$ cat src/sv/csrd_pkg.sv
// Shared types, constants and the microprogram for the coordinate-seeded draw block.
// Used by csrd_seq, csrd_dp, csrd_div and coordinate_seeded_random_draw.
package csrd_pkg;

  localparam logic [63:0] MIX_MUL = 64'h5851_F42D_4C95_7F2D;
  localparam logic [63:0] MIX_ADD = 64'h1405_7B7E_F767_814F;
  localparam int DRAW_SHIFT = 24;
  localparam int MAG_W = 64 - DRAW_SHIFT;
  localparam int STEP_W = $clog2(MAG_W);
  localparam int PC_W = 5;
  localparam int CNT_W = 2;
  localparam int CFG_IDX_W = 2;

  localparam logic [CFG_IDX_W-1:0] CFG_LAYER_SALT = 2'd0;
  localparam logic [CFG_IDX_W-1:0] CFG_WORLD_SEED = 2'd1;

  localparam logic MODE_SEED = 1'b0;
  localparam logic MODE_DRAW = 1'b1;

  localparam logic [PC_W-1:0] PC_ROUND  = 5'd0;
  localparam logic [PC_W-1:0] PC_DERIVE = 5'd12;
  localparam logic [PC_W-1:0] PC_POS    = 5'd19;
  localparam logic [PC_W-1:0] PC_DRAW   = 5'd24;
  localparam logic [PC_W-1:0] PC_LAST   = 5'd26;

  typedef enum logic [1:0] {
    ASEL_R_LO = 2'd0,
    ASEL_R_HI = 2'd1,
    ASEL_T_LO = 2'd2,
    ASEL_T_HI = 2'd3
  } asel_t;

  typedef enum logic [1:0] {
    BSEL_K_LO = 2'd0,
    BSEL_K_HI = 2'd1,
    BSEL_R_LO = 2'd2,
    BSEL_R_HI = 2'd3
  } bsel_t;

  typedef enum logic [2:0] {
    ACC_NONE   = 3'd0,
    ACC_LOAD   = 3'd1,
    ACC_ADD_HI = 3'd2,
    ACC_ADD_C  = 3'd3,
    ACC_ADD_V  = 3'd4
  } acc_op_t;

  typedef enum logic [2:0] {
    RSRC_HOLD  = 3'd0,
    RSRC_Q     = 3'd1,
    RSRC_SALT  = 3'd2,
    RSRC_WORLD = 3'd3,
    RSRC_LAYER = 3'd4,
    RSRC_GEN   = 3'd5
  } rsrc_t;

  typedef enum logic [2:0] {
    VSEL_SALT  = 3'd0,
    VSEL_MIXED = 3'd1,
    VSEL_X     = 3'd2,
    VSEL_Y     = 3'd3,
    VSEL_LAYER = 3'd4
  } vsel_t;

  typedef enum logic [2:0] {
    SEQ_NEXT = 3'd0,
    SEQ_CALL = 3'd1,
    SEQ_RET  = 3'd2,
    SEQ_DJNZ = 3'd3,
    SEQ_EMIT = 3'd4,
    SEQ_DONE = 3'd5
  } seq_op_t;

  typedef struct packed {
    asel_t             a_sel;
    bsel_t             b_sel;
    acc_op_t           acc_op;
    logic              wr_t;
    rsrc_t             r_src;
    logic              st_mixed;
    logic              st_layer;
    logic              st_gen;
    logic              set_vsel;
    vsel_t             vsel;
    logic              cnt_load;
    logic [CNT_W-1:0]  cnt_val;
    seq_op_t           seq_op;
    logic [PC_W-1:0]   target;
    logic              div_start;
  } ctrl_t;

  // Microprogram. The round subroutine computes r = r*(r*A + C) + v
  // with 32x32 partial products; the other programs call it.
  function automatic ctrl_t ucode_rom(input logic [PC_W-1:0] addr);
    ctrl_t c;
    c = '0;
    case (addr)
      PC_ROUND + 5'd0: begin
        c.a_sel = ASEL_R_LO; c.b_sel = BSEL_K_LO;
      end
      PC_ROUND + 5'd1: begin
        c.a_sel = ASEL_R_LO; c.b_sel = BSEL_K_HI; c.acc_op = ACC_LOAD;
      end
      PC_ROUND + 5'd2: begin
        c.a_sel = ASEL_R_HI; c.b_sel = BSEL_K_LO; c.acc_op = ACC_ADD_HI;
      end
      PC_ROUND + 5'd3: c.acc_op = ACC_ADD_HI;
      PC_ROUND + 5'd4: c.acc_op = ACC_ADD_C;
      PC_ROUND + 5'd5: c.wr_t = 1'b1;
      PC_ROUND + 5'd6: begin
        c.a_sel = ASEL_T_LO; c.b_sel = BSEL_R_LO;
      end
      PC_ROUND + 5'd7: begin
        c.a_sel = ASEL_T_LO; c.b_sel = BSEL_R_HI; c.acc_op = ACC_LOAD;
      end
      PC_ROUND + 5'd8: begin
        c.a_sel = ASEL_T_HI; c.b_sel = BSEL_R_LO; c.acc_op = ACC_ADD_HI;
      end
      PC_ROUND + 5'd9: c.acc_op = ACC_ADD_HI;
      PC_ROUND + 5'd10: c.acc_op = ACC_ADD_V;
      PC_ROUND + 5'd11: begin
        c.r_src = RSRC_Q; c.seq_op = SEQ_RET;
      end
      // derive mixed salt, then layer seed
      PC_DERIVE + 5'd0: begin
        c.r_src = RSRC_SALT; c.set_vsel = 1'b1; c.vsel = VSEL_SALT;
        c.cnt_load = 1'b1; c.cnt_val = 2'd3;
      end
      PC_DERIVE + 5'd1: begin
        c.seq_op = SEQ_CALL; c.target = PC_ROUND;
      end
      PC_DERIVE + 5'd2: begin
        c.seq_op = SEQ_DJNZ; c.target = PC_DERIVE + 5'd1;
      end
      PC_DERIVE + 5'd3: begin
        c.st_mixed = 1'b1; c.r_src = RSRC_WORLD;
        c.set_vsel = 1'b1; c.vsel = VSEL_MIXED;
        c.cnt_load = 1'b1; c.cnt_val = 2'd3;
      end
      PC_DERIVE + 5'd4: begin
        c.seq_op = SEQ_CALL; c.target = PC_ROUND;
      end
      PC_DERIVE + 5'd5: begin
        c.seq_op = SEQ_DJNZ; c.target = PC_DERIVE + 5'd4;
      end
      PC_DERIVE + 5'd6: begin
        c.st_layer = 1'b1; c.seq_op = SEQ_DONE;
      end
      // seed at position: rounds over x, y, x, y
      PC_POS + 5'd0: begin
        c.r_src = RSRC_LAYER; c.cnt_load = 1'b1; c.cnt_val = 2'd2;
      end
      PC_POS + 5'd1: begin
        c.set_vsel = 1'b1; c.vsel = VSEL_X;
        c.seq_op = SEQ_CALL; c.target = PC_ROUND;
      end
      PC_POS + 5'd2: begin
        c.set_vsel = 1'b1; c.vsel = VSEL_Y;
        c.seq_op = SEQ_CALL; c.target = PC_ROUND;
      end
      PC_POS + 5'd3: begin
        c.seq_op = SEQ_DJNZ; c.target = PC_POS + 5'd1;
      end
      PC_POS + 5'd4: begin
        c.st_gen = 1'b1; c.seq_op = SEQ_DONE;
      end
      // draw: divider runs on the old state while the round advances it
      PC_DRAW + 5'd0: begin
        c.r_src = RSRC_GEN; c.set_vsel = 1'b1; c.vsel = VSEL_LAYER;
        c.div_start = 1'b1;
      end
      PC_DRAW + 5'd1: begin
        c.seq_op = SEQ_CALL; c.target = PC_ROUND;
      end
      PC_DRAW + 5'd2: begin
        c.st_gen = 1'b1; c.seq_op = SEQ_EMIT;
      end
      default: c.seq_op = SEQ_DONE;
    endcase
    return c;
  endfunction

endpackage

$ cat src/sv/csrd_seq.sv
// Microcode sequencer: step counter, return address, loop counter and program ROM.
// Depends on csrd_pkg for the control word and the program.
module csrd_seq
  import csrd_pkg::*;
(
  input  logic            clk,
  input  logic            rst,
  input  logic            start,
  input  logic [PC_W-1:0] start_pc,
  input  logic            div_done,
  input  logic            out_free,
  output ctrl_t           ctrl,
  output logic            emit,
  output logic            idle
);

  typedef enum logic [1:0] {
    ST_IDLE = 2'b01,
    ST_RUN  = 2'b10
  } seq_state_t;

  seq_state_t       state;
  logic [PC_W-1:0]  pc;
  logic [PC_W-1:0]  ret;
  logic [CNT_W-1:0] cnt;
  ctrl_t            word;

  assign word = ucode_rom(pc);
  assign idle = (state == ST_IDLE);
  assign ctrl = (state == ST_RUN) ? word : '0;
  assign emit = (state == ST_RUN) && (word.seq_op == SEQ_EMIT) && div_done && out_free;

  always_ff @(posedge clk) begin
    if (rst) begin
      state <= ST_RUN;  // derive seeds from the reset register values
      pc    <= PC_DERIVE;
      ret   <= '0;
      cnt   <= '0;
    end else begin
      case (state)
        ST_IDLE: begin
          if (start) begin
            state <= ST_RUN;
            pc    <= start_pc;
          end
        end
        ST_RUN: begin
          if (word.cnt_load) begin
            cnt <= word.cnt_val;
          end
          case (word.seq_op)
            SEQ_NEXT: pc <= pc + PC_W'(1);
            SEQ_CALL: begin
              ret <= pc + PC_W'(1);
              pc  <= word.target;
            end
            SEQ_RET: pc <= ret;
            SEQ_DJNZ: begin
              cnt <= cnt - CNT_W'(1);
              pc  <= (cnt != CNT_W'(1)) ? word.target : pc + PC_W'(1);
            end
            SEQ_EMIT: begin
              // hold until the remainder is ready and the output slot is free
              if (div_done && out_free) begin
                state <= ST_IDLE;
              end
            end
            SEQ_DONE: state <= ST_IDLE;
            default: state <= ST_IDLE;
          endcase
        end
        default: state <= ST_IDLE;
      endcase
    end
  end

`ifndef ASSERT_OFF
  a_pc_in_program: assert property (@(posedge clk) disable iff (rst)
    (state == ST_RUN) |-> (pc <= PC_LAST))
    else $error("sequencer left the program");
  a_start_runs: assert property (@(posedge clk) disable iff (rst)
    (idle && start) |=> (state == ST_RUN && pc == $past(start_pc)))
    else $error("start did not launch the program");
`endif

endmodule

$ cat src/sv/csrd_div.sv
// Radix-2 floor-modulo unit: one remainder bit per cycle over the shifted state.
// Depends on csrd_pkg for the shift and magnitude width.
module csrd_div
  import csrd_pkg::*;
(
  input  logic        clk,
  input  logic        rst,
  input  logic        start,
  input  logic [63:0] value,
  input  logic [30:0] bound,
  output logic        done,
  output logic [30:0] result
);

  logic [30:0]       m;
  logic              neg;
  logic [MAG_W-1:0]  dvd;
  logic [30:0]       rem;
  logic [STEP_W-1:0] step;
  logic              busy;
  logic [MAG_W-1:0]  shifted;
  logic [MAG_W-1:0]  mag;
  logic [31:0]       rem_sh;
  logic [32:0]       diff;

  assign shifted = value[63:DRAW_SHIFT];
  assign mag     = value[63] ? (~shifted + MAG_W'(1)) : shifted;
  assign rem_sh  = {rem, dvd[MAG_W-1]};
  assign diff    = {1'b0, rem_sh} - {2'b00, m};
  // negative value: floor modulo comes from the magnitude's remainder
  assign result  = (neg && rem != '0) ? (m - rem) : rem;

  always_ff @(posedge clk) begin
    if (rst) begin
      busy <= 1'b0;
      done <= 1'b0;
    end else if (start) begin
      busy <= 1'b1;
      done <= 1'b0;
    end else if (busy && step == STEP_W'(MAG_W - 1)) begin
      busy <= 1'b0;
      done <= 1'b1;
    end
  end

  always_ff @(posedge clk) begin
    if (start) begin
      m    <= (bound == '0) ? 31'd1 : bound;
      neg  <= value[63];
      dvd  <= mag;
      rem  <= '0;
      step <= '0;
    end else if (busy) begin
      rem  <= diff[32] ? rem_sh[30:0] : diff[30:0];
      dvd  <= {dvd[MAG_W-2:0], 1'b0};
      step <= step + STEP_W'(1);
    end
  end

`ifndef ASSERT_OFF
  a_result_below_bound: assert property (@(posedge clk) disable iff (rst)
    done |-> (result < m))
    else $error("draw value not below bound");
`endif

endmodule

$ cat src/sv/csrd_dp.sv
// Datapath: registers, one 32x32 multiplier, the 64-bit accumulator and the seed store.
// Driven by the control word from csrd_seq; depends on csrd_pkg.
module csrd_dp
  import csrd_pkg::*;
(
  input  logic                 clk,
  input  logic                 rst,
  input  ctrl_t                ctrl,
  input  logic                 in_load,
  input  logic [31:0]          in_x,
  input  logic [31:0]          in_y,
  input  logic [30:0]          in_bound,
  input  logic                 cfg_we,
  input  logic [CFG_IDX_W-1:0] cfg_index,
  input  logic [63:0]          cfg_data,
  output logic [63:0]          gen,
  output logic [30:0]          bound_q
);

  logic [63:0] salt;
  logic [63:0] world;
  logic [63:0] mixed;
  logic [63:0] layer;
  logic [63:0] r;
  logic [63:0] t;
  logic [63:0] p;
  logic [63:0] q;
  logic [31:0] x_q;
  logic [31:0] y_q;
  vsel_t       vsel_q;
  logic [31:0] a_op;
  logic [31:0] b_op;
  logic [63:0] prod;
  logic [63:0] addend;

  always_comb begin
    case (ctrl.a_sel)
      ASEL_R_LO: a_op = r[31:0];
      ASEL_R_HI: a_op = r[63:32];
      ASEL_T_LO: a_op = t[31:0];
      ASEL_T_HI: a_op = t[63:32];
      default:   a_op = '0;
    endcase
    case (ctrl.b_sel)
      BSEL_K_LO: b_op = MIX_MUL[31:0];
      BSEL_K_HI: b_op = MIX_MUL[63:32];
      BSEL_R_LO: b_op = r[31:0];
      BSEL_R_HI: b_op = r[63:32];
      default:   b_op = '0;
    endcase
    case (vsel_q)
      VSEL_SALT:  addend = salt;
      VSEL_MIXED: addend = mixed;
      VSEL_X:     addend = {{32{x_q[31]}}, x_q};
      VSEL_Y:     addend = {{32{y_q[31]}}, y_q};
      VSEL_LAYER: addend = layer;
      default:    addend = '0;
    endcase
  end

  assign prod = a_op * b_op;

  always_ff @(posedge clk) begin
    p <= prod;
    case (ctrl.acc_op)
      ACC_LOAD:   q <= p;
      ACC_ADD_HI: q <= q + {p[31:0], 32'd0};
      ACC_ADD_C:  q <= q + MIX_ADD;
      ACC_ADD_V:  q <= q + addend;
      default:    q <= q;
    endcase
    if (ctrl.wr_t) begin
      t <= q;
    end
    case (ctrl.r_src)
      RSRC_Q:     r <= q;
      RSRC_SALT:  r <= salt;
      RSRC_WORLD: r <= world;
      RSRC_LAYER: r <= layer;
      RSRC_GEN:   r <= gen;
      default:    r <= r;
    endcase
    if (ctrl.st_mixed) begin
      mixed <= r;
    end
    if (ctrl.st_layer) begin
      layer <= r;
    end
    if (ctrl.set_vsel) begin
      vsel_q <= ctrl.vsel;
    end
    if (in_load) begin
      x_q     <= in_x;
      y_q     <= in_y;
      bound_q <= in_bound;
    end
  end

  always_ff @(posedge clk) begin
    if (rst) begin
      salt  <= '0;
      world <= '0;
      gen   <= '0;
    end else begin
      if (cfg_we && cfg_index == CFG_LAYER_SALT) begin
        salt <= cfg_data;
      end
      if (cfg_we && cfg_index == CFG_WORLD_SEED) begin
        world <= cfg_data;
      end
      if (ctrl.st_gen) begin
        gen <= r;
      end
    end
  end

endmodule

$ cat src/sv/coordinate_seeded_random_draw.sv
// Coordinate-seeded pseudo-random draw block, top level with stream and config ports.
// Instantiates csrd_seq, csrd_dp and csrd_div; depends on csrd_pkg.
//
// One item is worked at a time by a microcoded sequencer driving a single 32x32
// multiplier; a mixing round is made of six partial products and adds.
// A position item (tuser 0) runs four rounds and gives no output item. A draw
// item (tuser 1) runs the one round that advances the state alongside the
// 40-step radix-2 remainder unit and finishes once that unit is done. A write
// to the salt or world seed register re-derives the mixed salt and layer seed
// in six rounds, and after reset the same derivation runs before the first item
// is taken. A finished result waits in the output register while the next item
// is accepted.
module coordinate_seeded_random_draw
  import csrd_pkg::*;
(
  input  logic                 clk,
  input  logic                 rst,
  input  logic                 s_axis_tvalid,
  output logic                 s_axis_tready,
  input  logic [95:0]          s_axis_tdata,  // coord_x, coord_y, bound, zero pad
  input  logic                 s_axis_tuser,  // mode
  output logic                 m_axis_tvalid,
  input  logic                 m_axis_tready,
  output logic [31:0]          m_axis_tdata,  // draw_value, zero pad
  input  logic                 cfg_valid,
  output logic                 cfg_ready,
  input  logic [CFG_IDX_W-1:0] cfg_index,
  input  logic [63:0]          cfg_data
);

  ctrl_t           ctrl;
  logic            idle;
  logic            emit;
  logic            in_acc;
  logic            cfg_acc;
  logic            cfg_known;
  logic            start;
  logic [PC_W-1:0] start_pc;
  logic            out_free;
  logic            div_done;
  logic [30:0]     div_result;
  logic [63:0]     gen;
  logic [30:0]     bound_q;

  assign cfg_ready     = idle;
  assign s_axis_tready = idle && !cfg_valid;
  assign in_acc        = s_axis_tvalid && s_axis_tready;
  assign cfg_acc       = cfg_valid && cfg_ready;
  assign cfg_known     = (cfg_index == CFG_LAYER_SALT) || (cfg_index == CFG_WORLD_SEED);
  assign start         = in_acc || (cfg_acc && cfg_known);
  assign start_pc      = !in_acc ? PC_DERIVE :
                         (s_axis_tuser == MODE_DRAW) ? PC_DRAW : PC_POS;
  assign out_free      = !m_axis_tvalid || m_axis_tready;

  csrd_seq u_seq (
    .clk      (clk),
    .rst      (rst),
    .start    (start),
    .start_pc (start_pc),
    .div_done (div_done),
    .out_free (out_free),
    .ctrl     (ctrl),
    .emit     (emit),
    .idle     (idle)
  );

  csrd_dp u_dp (
    .clk       (clk),
    .rst       (rst),
    .ctrl      (ctrl),
    .in_load   (in_acc),
    .in_x      (s_axis_tdata[31:0]),
    .in_y      (s_axis_tdata[63:32]),
    .in_bound  (s_axis_tdata[94:64]),
    .cfg_we    (cfg_acc),
    .cfg_index (cfg_index),
    .cfg_data  (cfg_data),
    .gen       (gen),
    .bound_q   (bound_q)
  );

  csrd_div u_div (
    .clk    (clk),
    .rst    (rst),
    .start  (ctrl.div_start),
    .value  (gen),
    .bound  (bound_q),
    .done   (div_done),
    .result (div_result)
  );

  always_ff @(posedge clk) begin
    if (rst) begin
      m_axis_tvalid <= 1'b0;
    end else if (emit) begin
      m_axis_tvalid <= 1'b1;
    end else if (m_axis_tready) begin
      m_axis_tvalid <= 1'b0;
    end
  end

  always_ff @(posedge clk) begin
    if (emit) begin
      m_axis_tdata <= {1'b0, div_result};
    end
  end

`ifndef ASSERT_OFF
  a_no_overwrite: assert property (@(posedge clk) disable iff (rst)
    emit |-> (!m_axis_tvalid || m_axis_tready))
    else $error("result overwrote a waiting item");
  a_item_starts_work: assert property (@(posedge clk) disable iff (rst)
    in_acc |=> !idle)
    else $error("accepted item did not start the sequencer");
  a_cfg_rederives: assert property (@(posedge clk) disable iff (rst)
    (cfg_acc && cfg_known) |=> !idle)
    else $error("register write did not re-derive seeds");
`endif

endmodule
$ cat config.mk
export PLATFORM = sky130hd
export DESIGN_NAME = coordinate_seeded_random_draw
export DESIGN_NICKNAME = d
export VERILOG_FILES = /design/src/sv/csrd_pkg.sv /design/src/sv/csrd_seq.sv /design/src/sv/csrd_div.sv /design/src/sv/csrd_dp.sv /design/src/sv/coordinate_seeded_random_draw.sv
export SDC_FILE = /design/constraint.sdc
export NUM_CORES = 2
export LEC_CHECK = 0
export ABC_AREA = 1
export BUFFER_PORTS_ARGS = -buffer_cell sky130_fd_sc_hd__buf_2
export CORE_AREA = 2 2 415 335
export CTS_BUF_LIST = sky130_fd_sc_hd__clkbuf_16
export CTS_CLUSTER_SIZE = 16
export DETAILED_ROUTE_END_ITERATION = 10
export DIE_AREA = 0 0 417 337
export PLACE_DENSITY_LB_ADDON = 0.15
export SYNTH_ARGS = -nofsm -noshare
export SYNTH_HDL_FRONTEND = slang
export SYNTH_SLANG_ARGS = --single-unit
export TNS_END_PERCENT = 20
$ cat constraint.sdc
create_clock -name clk -period 10.2 [get_ports clk]
set_input_delay 2.04 -clock clk [delete_from_list [all_inputs] [get_ports clk]]
set_output_delay 2.04 -clock clk [all_outputs]
set_load 0.05 [all_outputs]
==> report_table.html <==
<table>
<tr><th>Metric</th><th>Value</th></tr>
<tr><th colspan="2">Worst setup path</th></tr>
<tr><td>CP max stage delay</td><td>590 ps</td></tr>
<tr><td>Top delay family on crit path</td><td>adder cells</td></tr>
<tr><td>Worst setup path class</td><td>reg -&gt; reg</td></tr>
<tr><td>Required time worst endpoint</td><td>10790 ps</td></tr>
<tr><td>Crit path max fanout</td><td>24</td></tr>
<tr><td>Reg2Reg Launch Point</td><td>u_seq.pc[0]$_SDFFE_PP0P_</td></tr>
<tr><td>Data arrival time at the worst-slack endpoint</td><td>approximately 10000 ps</td></tr>
<tr><td>Element type at the critical path end</td><td>flop</td></tr>
<tr><td>Setup slack of the worst register-to-register path</td><td>330 ps</td></tr>
<tr><td>Crit path max-delay cell type</td><td>fa_1</td></tr>
<tr><td>Startpoint type of the worst setup path</td><td>flop</td></tr>
<tr><td>Critical Path Start</td><td>u_seq.pc[0]$_SDFFE_PP0P_</td></tr>
<tr><td>Most numerous cell on the critical path</td><td>fa_1</td></tr>
<tr><td>R2r worst-path depth</td><td>36</td></tr>
<tr><td>Critical path buffer and inverter count</td><td>10</td></tr>
<tr><td>FF-to-FF End</td><td>u_dp.p[50]$_DFF_P_</td></tr>
<tr><th colspan="2">Synth</th></tr>
<tr><td>Synth Cell Area</td><td>about 80000 sq um</td></tr>
<tr><td>Most frequently used flop master after synthesis</td><td>edfxtp_1</td></tr>
<tr><td>Total number of yosys warnings</td><td>0</td></tr>
<tr><td>Sequential share of the synthesized area</td><td>27.37%</td></tr>
<tr><td>Post-synth EDFFs</td><td>between 500 and 600</td></tr>
<tr><td>Post-Synthesis Mean Instance Area</td><td>about 8 sq um</td></tr>
<tr><td>Async set or reset register ratio after synthesis</td><td>0%</td></tr>
<tr><td>Adder-cell share of the synthesized area</td><td>a little under 30%</td></tr>
<tr><td>Synthesized instance count</td><td>roughly 10000</td></tr>
<tr><td>Largest family of logic cells by synthesized area</td><td>adder cells</td></tr>
<tr><td>Multiplexer area fraction after synthesis</td><td>0%</td></tr>
<tr><td>Synthesized Nets</td><td>11470</td></tr>
<tr><td>Simple-gate share of the synthesized area</td><td>about 22%</td></tr>
<tr><td>Area fraction in compound gates after synthesis</td><td>9.463%</td></tr>
<tr><td>Number of library cell types mapped by synthesis</td><td>70</td></tr>
<tr><td>Xor and xnor area share after synthesis</td><td>between 1 and 1.5%</td></tr>
<tr><td>Total of flip-flops plus latches after synthesis</td><td>between 800 and 900</td></tr>
<tr><th colspan="2">Timing</th></tr>
<tr><td>Actual slew at the worst max-slew pin</td><td>1489 ps</td></tr>
<tr><td>Count of final setup violators</td><td>0</td></tr>
<tr><td>Maximum clock skew at final layout</td><td>68.35 ps</td></tr>
<tr><td>Fin crit share</td><td>between 90% and 100%</td></tr>
<tr><td>Endpoints failing hold</td><td>0</td></tr>
<tr><td>Unrepaired setup endpoints after global routing</td><td>false</td></tr>
<tr><td>Maximum operating frequency</td><td>just over 0.1 GHz</td></tr>
<tr><td>Setup TNS</td><td>0 ps</td></tr>
<tr><td>Worst hold-check slack</td><td>between 400 and 500 ps</td></tr>
<tr><td>Relative slew slack</td><td>-0.5670%</td></tr>
<tr><td>Final critical-path required period</td><td>between 9000 and 10000 ps</td></tr>
<tr><td>Max-slew violation count</td><td>1</td></tr>
<tr><th colspan="2">Clock network</th></tr>
<tr><td>Inserted Clock Buffers</td><td>between 80 and 90</td></tr>
<tr><td>Sinks on the clock net</td><td>831</td></tr>
<tr><td>Hold_buf cts</td><td>0</td></tr>
<tr><td>Clock Path Buffers</td><td>3</td></tr>
<tr><td>Clock Latency Late Sink</td><td>about 740 ps</td></tr>
<tr><td>Clock Root Buffer</td><td>clkbuf_16</td></tr>
<tr><td>TritonCTS clock tree</td><td>done</td></tr>
<tr><td>Number of H-tree branching levels</td><td>3</td></tr>
<tr><td>Clock transition at path regs</td><td>roughly 70 ps</td></tr>
<tr><th colspan="2">Die</th></tr>
<tr><td>Number of rows in the core area</td><td>122</td></tr>
<tr><td>Count of pins on the block boundary</td><td>203</td></tr>
<tr><td>Die Outline Area</td><td>~140000 sq um</td></tr>
<tr><td>Initial core utilization</td><td>roughly three fifths</td></tr>
<tr><td>Core Area</td><td>approximately 140000 sq um</td></tr>
<tr><td>Overall die height</td><td>approximately 340 microns</td></tr>
<tr><td>Floorplan die width</td><td>417 microns</td></tr>
<tr><th colspan="2">Detailed routing</th></tr>
<tr><td>Final routed DRC violation total</td><td>0</td></tr>
<tr><td>Number of vias in the routed layout</td><td>71980</td></tr>
<tr><td>DRT Wirelength</td><td>slightly above 300000 microns</td></tr>
<tr><td>DRT Pass-1 Iters</td><td>9</td></tr>
<tr><td>Antenna Violating Nets Remaining</td><td>0</td></tr>
<tr><td>DR iter-0 viols</td><td>between 9000 and 10000</td></tr>
<tr><td>Detailed-route wire length per cell</td><td>approximately 25 microns</td></tr>
<tr><td>Ratio of routed vias to standard cells</td><td>6.009</td></tr>
<tr><th colspan="2">Cells and area</th></tr>
<tr><td>Final net count</td><td>between 10000 and 15000</td></tr>
<tr><td>Count of filler cells inserted in the layout</td><td>approximately 12000</td></tr>
<tr><td>Fraction of layout instances using a drive strength above 1</td><td>under 10%</td></tr>
<tr><td>Area added between synthesis and finish</td><td>7.646%</td></tr>
<tr><th colspan="2">Hold path</th></tr>
<tr><td>Capture endpoint of the worst hold path</td><td>u_dp.layer[7]$_DFFE_PP_</td></tr>
<tr><td>Kind of path behind the tightest hold check</td><td>reg -&gt; reg</td></tr>
<tr><td>Min-Delay Path Depth</td><td>0</td></tr>
<tr><td>HP Start</td><td>u_dp.r[7]$_DFFE_PP_</td></tr>
<tr><th colspan="2">Job</th></tr>
<tr><td>Max capacitance violation total</td><td>1</td></tr>
<tr><th colspan="2">Place</th></tr>
<tr><td>Number of port buffers</td><td>200</td></tr>
<tr><td>DPL Wire Length</td><td>around 240000 microns</td></tr>
<tr><td>Global placer's final weighted congestion</td><td>between 1 and 1.5</td></tr>
<tr><th colspan="2">Global route</th></tr>
<tr><td>Antenna violations before repair</td><td>16</td></tr>
<tr><td>First-pass GRT wire length</td><td>442900 microns</td></tr>
<tr><td>Most used routing layer</td><td>met2</td></tr>
<tr><td>Aggregate global routing overflow</td><td>0</td></tr>
<tr><td>Vias in the first global route</td><td>between 60000 and 70000</td></tr>
<tr><td>Routing usage on met1</td><td>57.82%</td></tr>
<tr><td>GR met2 Demand/Resource</td><td>around 61%</td></tr>
<tr><td>Global Route Usage Sum</td><td>approximately 43%</td></tr>
<tr><td>Largest net degree at the start of global routing</td><td>between 100 and 150</td></tr>
<tr><td>Met3 GRT Util</td><td>16.44%</td></tr>
<tr><th colspan="2">Status</th></tr>
<tr><td>Result of the run</td><td>finished, violations left</td></tr>
<tr><td>Failing checks</td><td>max-capacitance violations, max-slew violations</td></tr>
</table>
kinds of logic after synthesis:
| family | Yosys count |
|---|---|
| simple gates | 4268 |
| flops | 831 |
| xor+xnor | 123 |
| compound gates | 1286 |
| buf+inv | 2133 |
| fa+ha+maj | 1328 |
| other cells | 1 |
worst max path at each step:
stage / cells after the start / slack [ps] / to
2_1_floorplan: 42 / 2370 / u_dp.p[59]$_DFF_P_
3_3_place_gp: 37 / 640 / u_dp.p[62]$_DFF_P_
3_5_place_dp: 37 / 600 / u_dp.p[50]$_DFF_P_
4_1_cts: 37 / 490 / u_dp.p[50]$_DFF_P_
5_1_grt: 37 / 4 / u_dp.p[50]$_DFF_P_
6_report: 36 / 330 / u_dp.p[50]$_DFF_P_
flip-flops by register name, summed over array words and instances, names as in the netlist, 32 cells and up:
register    count
u_dp.world     64
u_dp.r         64
u_dp.layer     64
u_dp.mixed     64
u_dp.x_q       32
u_dp.gen       64
u_dp.p         64
u_dp.y_q       32
u_div.dvd      40
u_dp.q         64
u_dp.salt      64
u_dp.t         64
worst register-to-register path: cells and delay by family (launching register included):
kind | cells | cell delay (ps)
buffers and inverters | 10 | 1600
flip-flops | 1 | 370
adder cells (fa/ha/maj) | 10 | 4740
AND/OR/NAND/NOR | 16 | 3050
metrics by stage:
stage / instances / setup slack [ps] / utilization, % / instance area [sq um]
floorplan: 9970 / 2373 / - / 79840
global placement: 11800 / 641.1 / 60.61 / 83000
detailed placement: 11800 / 595.8 / 60.61 / 83000
CTS: 11960 / 492.6 / 62.70 / 85850
global route: 11970 / 3.955 / 62.74 / 85910
finish: 11980 / 326.2 / 62.76 / 85940
synthesized netlist by cell type (58+ instances only):
cell,instances,area share [%]
ha_1,428,6.7
a21oi_1,398,2.5
nand2_1,2175,10
fa_1,900,23
nor3_1,58,0.36
nor2_1,1321,6.2
xor2_1,76,0.83
nand3_1,458,2.9
buf_2,122,0.76
inv_1,1686,7.9
clkbuf_1,197,0.93
dfxtp_1,310,7.8
nand4_1,111,0.87
edfxtp_1,521,20
o21ai_0,571,3.6
routing by layer:
| layer | up-vias | wire [microns] |
|---|---|---|
| li1 | 31690 | - |
| met1 | 34680 | 115400 |
| met2 | 4753 | 123200 |
| met3 | 854 | 46870 |
| met4 | 10 | 17250 |
| met5 | - | 143 |
layout by cell type, fill, tap and decap left out, types with 20 or more instances in the layout:
master / synthesis / routed
nand2_1: 2175 / 2168
inv_1: 1686 / 1700
nor2_1: 1321 / 1316
fa_1: 900 / 900
o21ai_0: 571 / 570
edfxtp_1: 521 / 521
nand3_1: 458 / 458
ha_1: 428 / 428
a21oi_1: 398 / 394
dfxtp_1: 310 / 310
buf_4: 31 / 216
buf_2: 122 / 200
nand4_1: 111 / 111
clkbuf_16: 0 / 91
xor2_1: 76 / 76
nor3_1: 58 / 57
a221oi_1: 48 / 48
o21bai_1: 48 / 48
xnor2_1: 47 / 47
inv_2: 45 / 46
nor2_2: 42 / 44
a31oi_1: 28 / 28
clkinv_1: 6 / 24
nand3b_1: 23 / 23
o211ai_1: 21 / 21
o2111ai_1: 20 / 20
a21o_1: 20 / 20
o22ai_1: 21 / 20
nor4_1: 21 / 20
layout make-up:
cell class | instances | area (sq um) | area share, %
multi-input combinational | 7006 | 49630 | 57.75
sequential | 831 | 21850 | 25.43
inverter | 1747 | 6599 | 7.678
timing repair buffer | 421 | 2723 | 3.168
clock buffer | 91 | 2277 | 2.650
tap | 1798 | 2250 | 2.618
clock inverter | 73 | 581.8 | 0.6770
antenna | 13 | 32.53 | 0.03785
what timing repair did:
item / CTS / global route
endpoints found under the hold margin: 0 / 0
setup buffers: 0 / 5
resized for setup: 0 / 5
setup endpoints to repair: 0 / 12
Power is left out: the tool's default activity adds up to more than one toggle a clock period on the data nets, which glitch-free logic cannot reach.
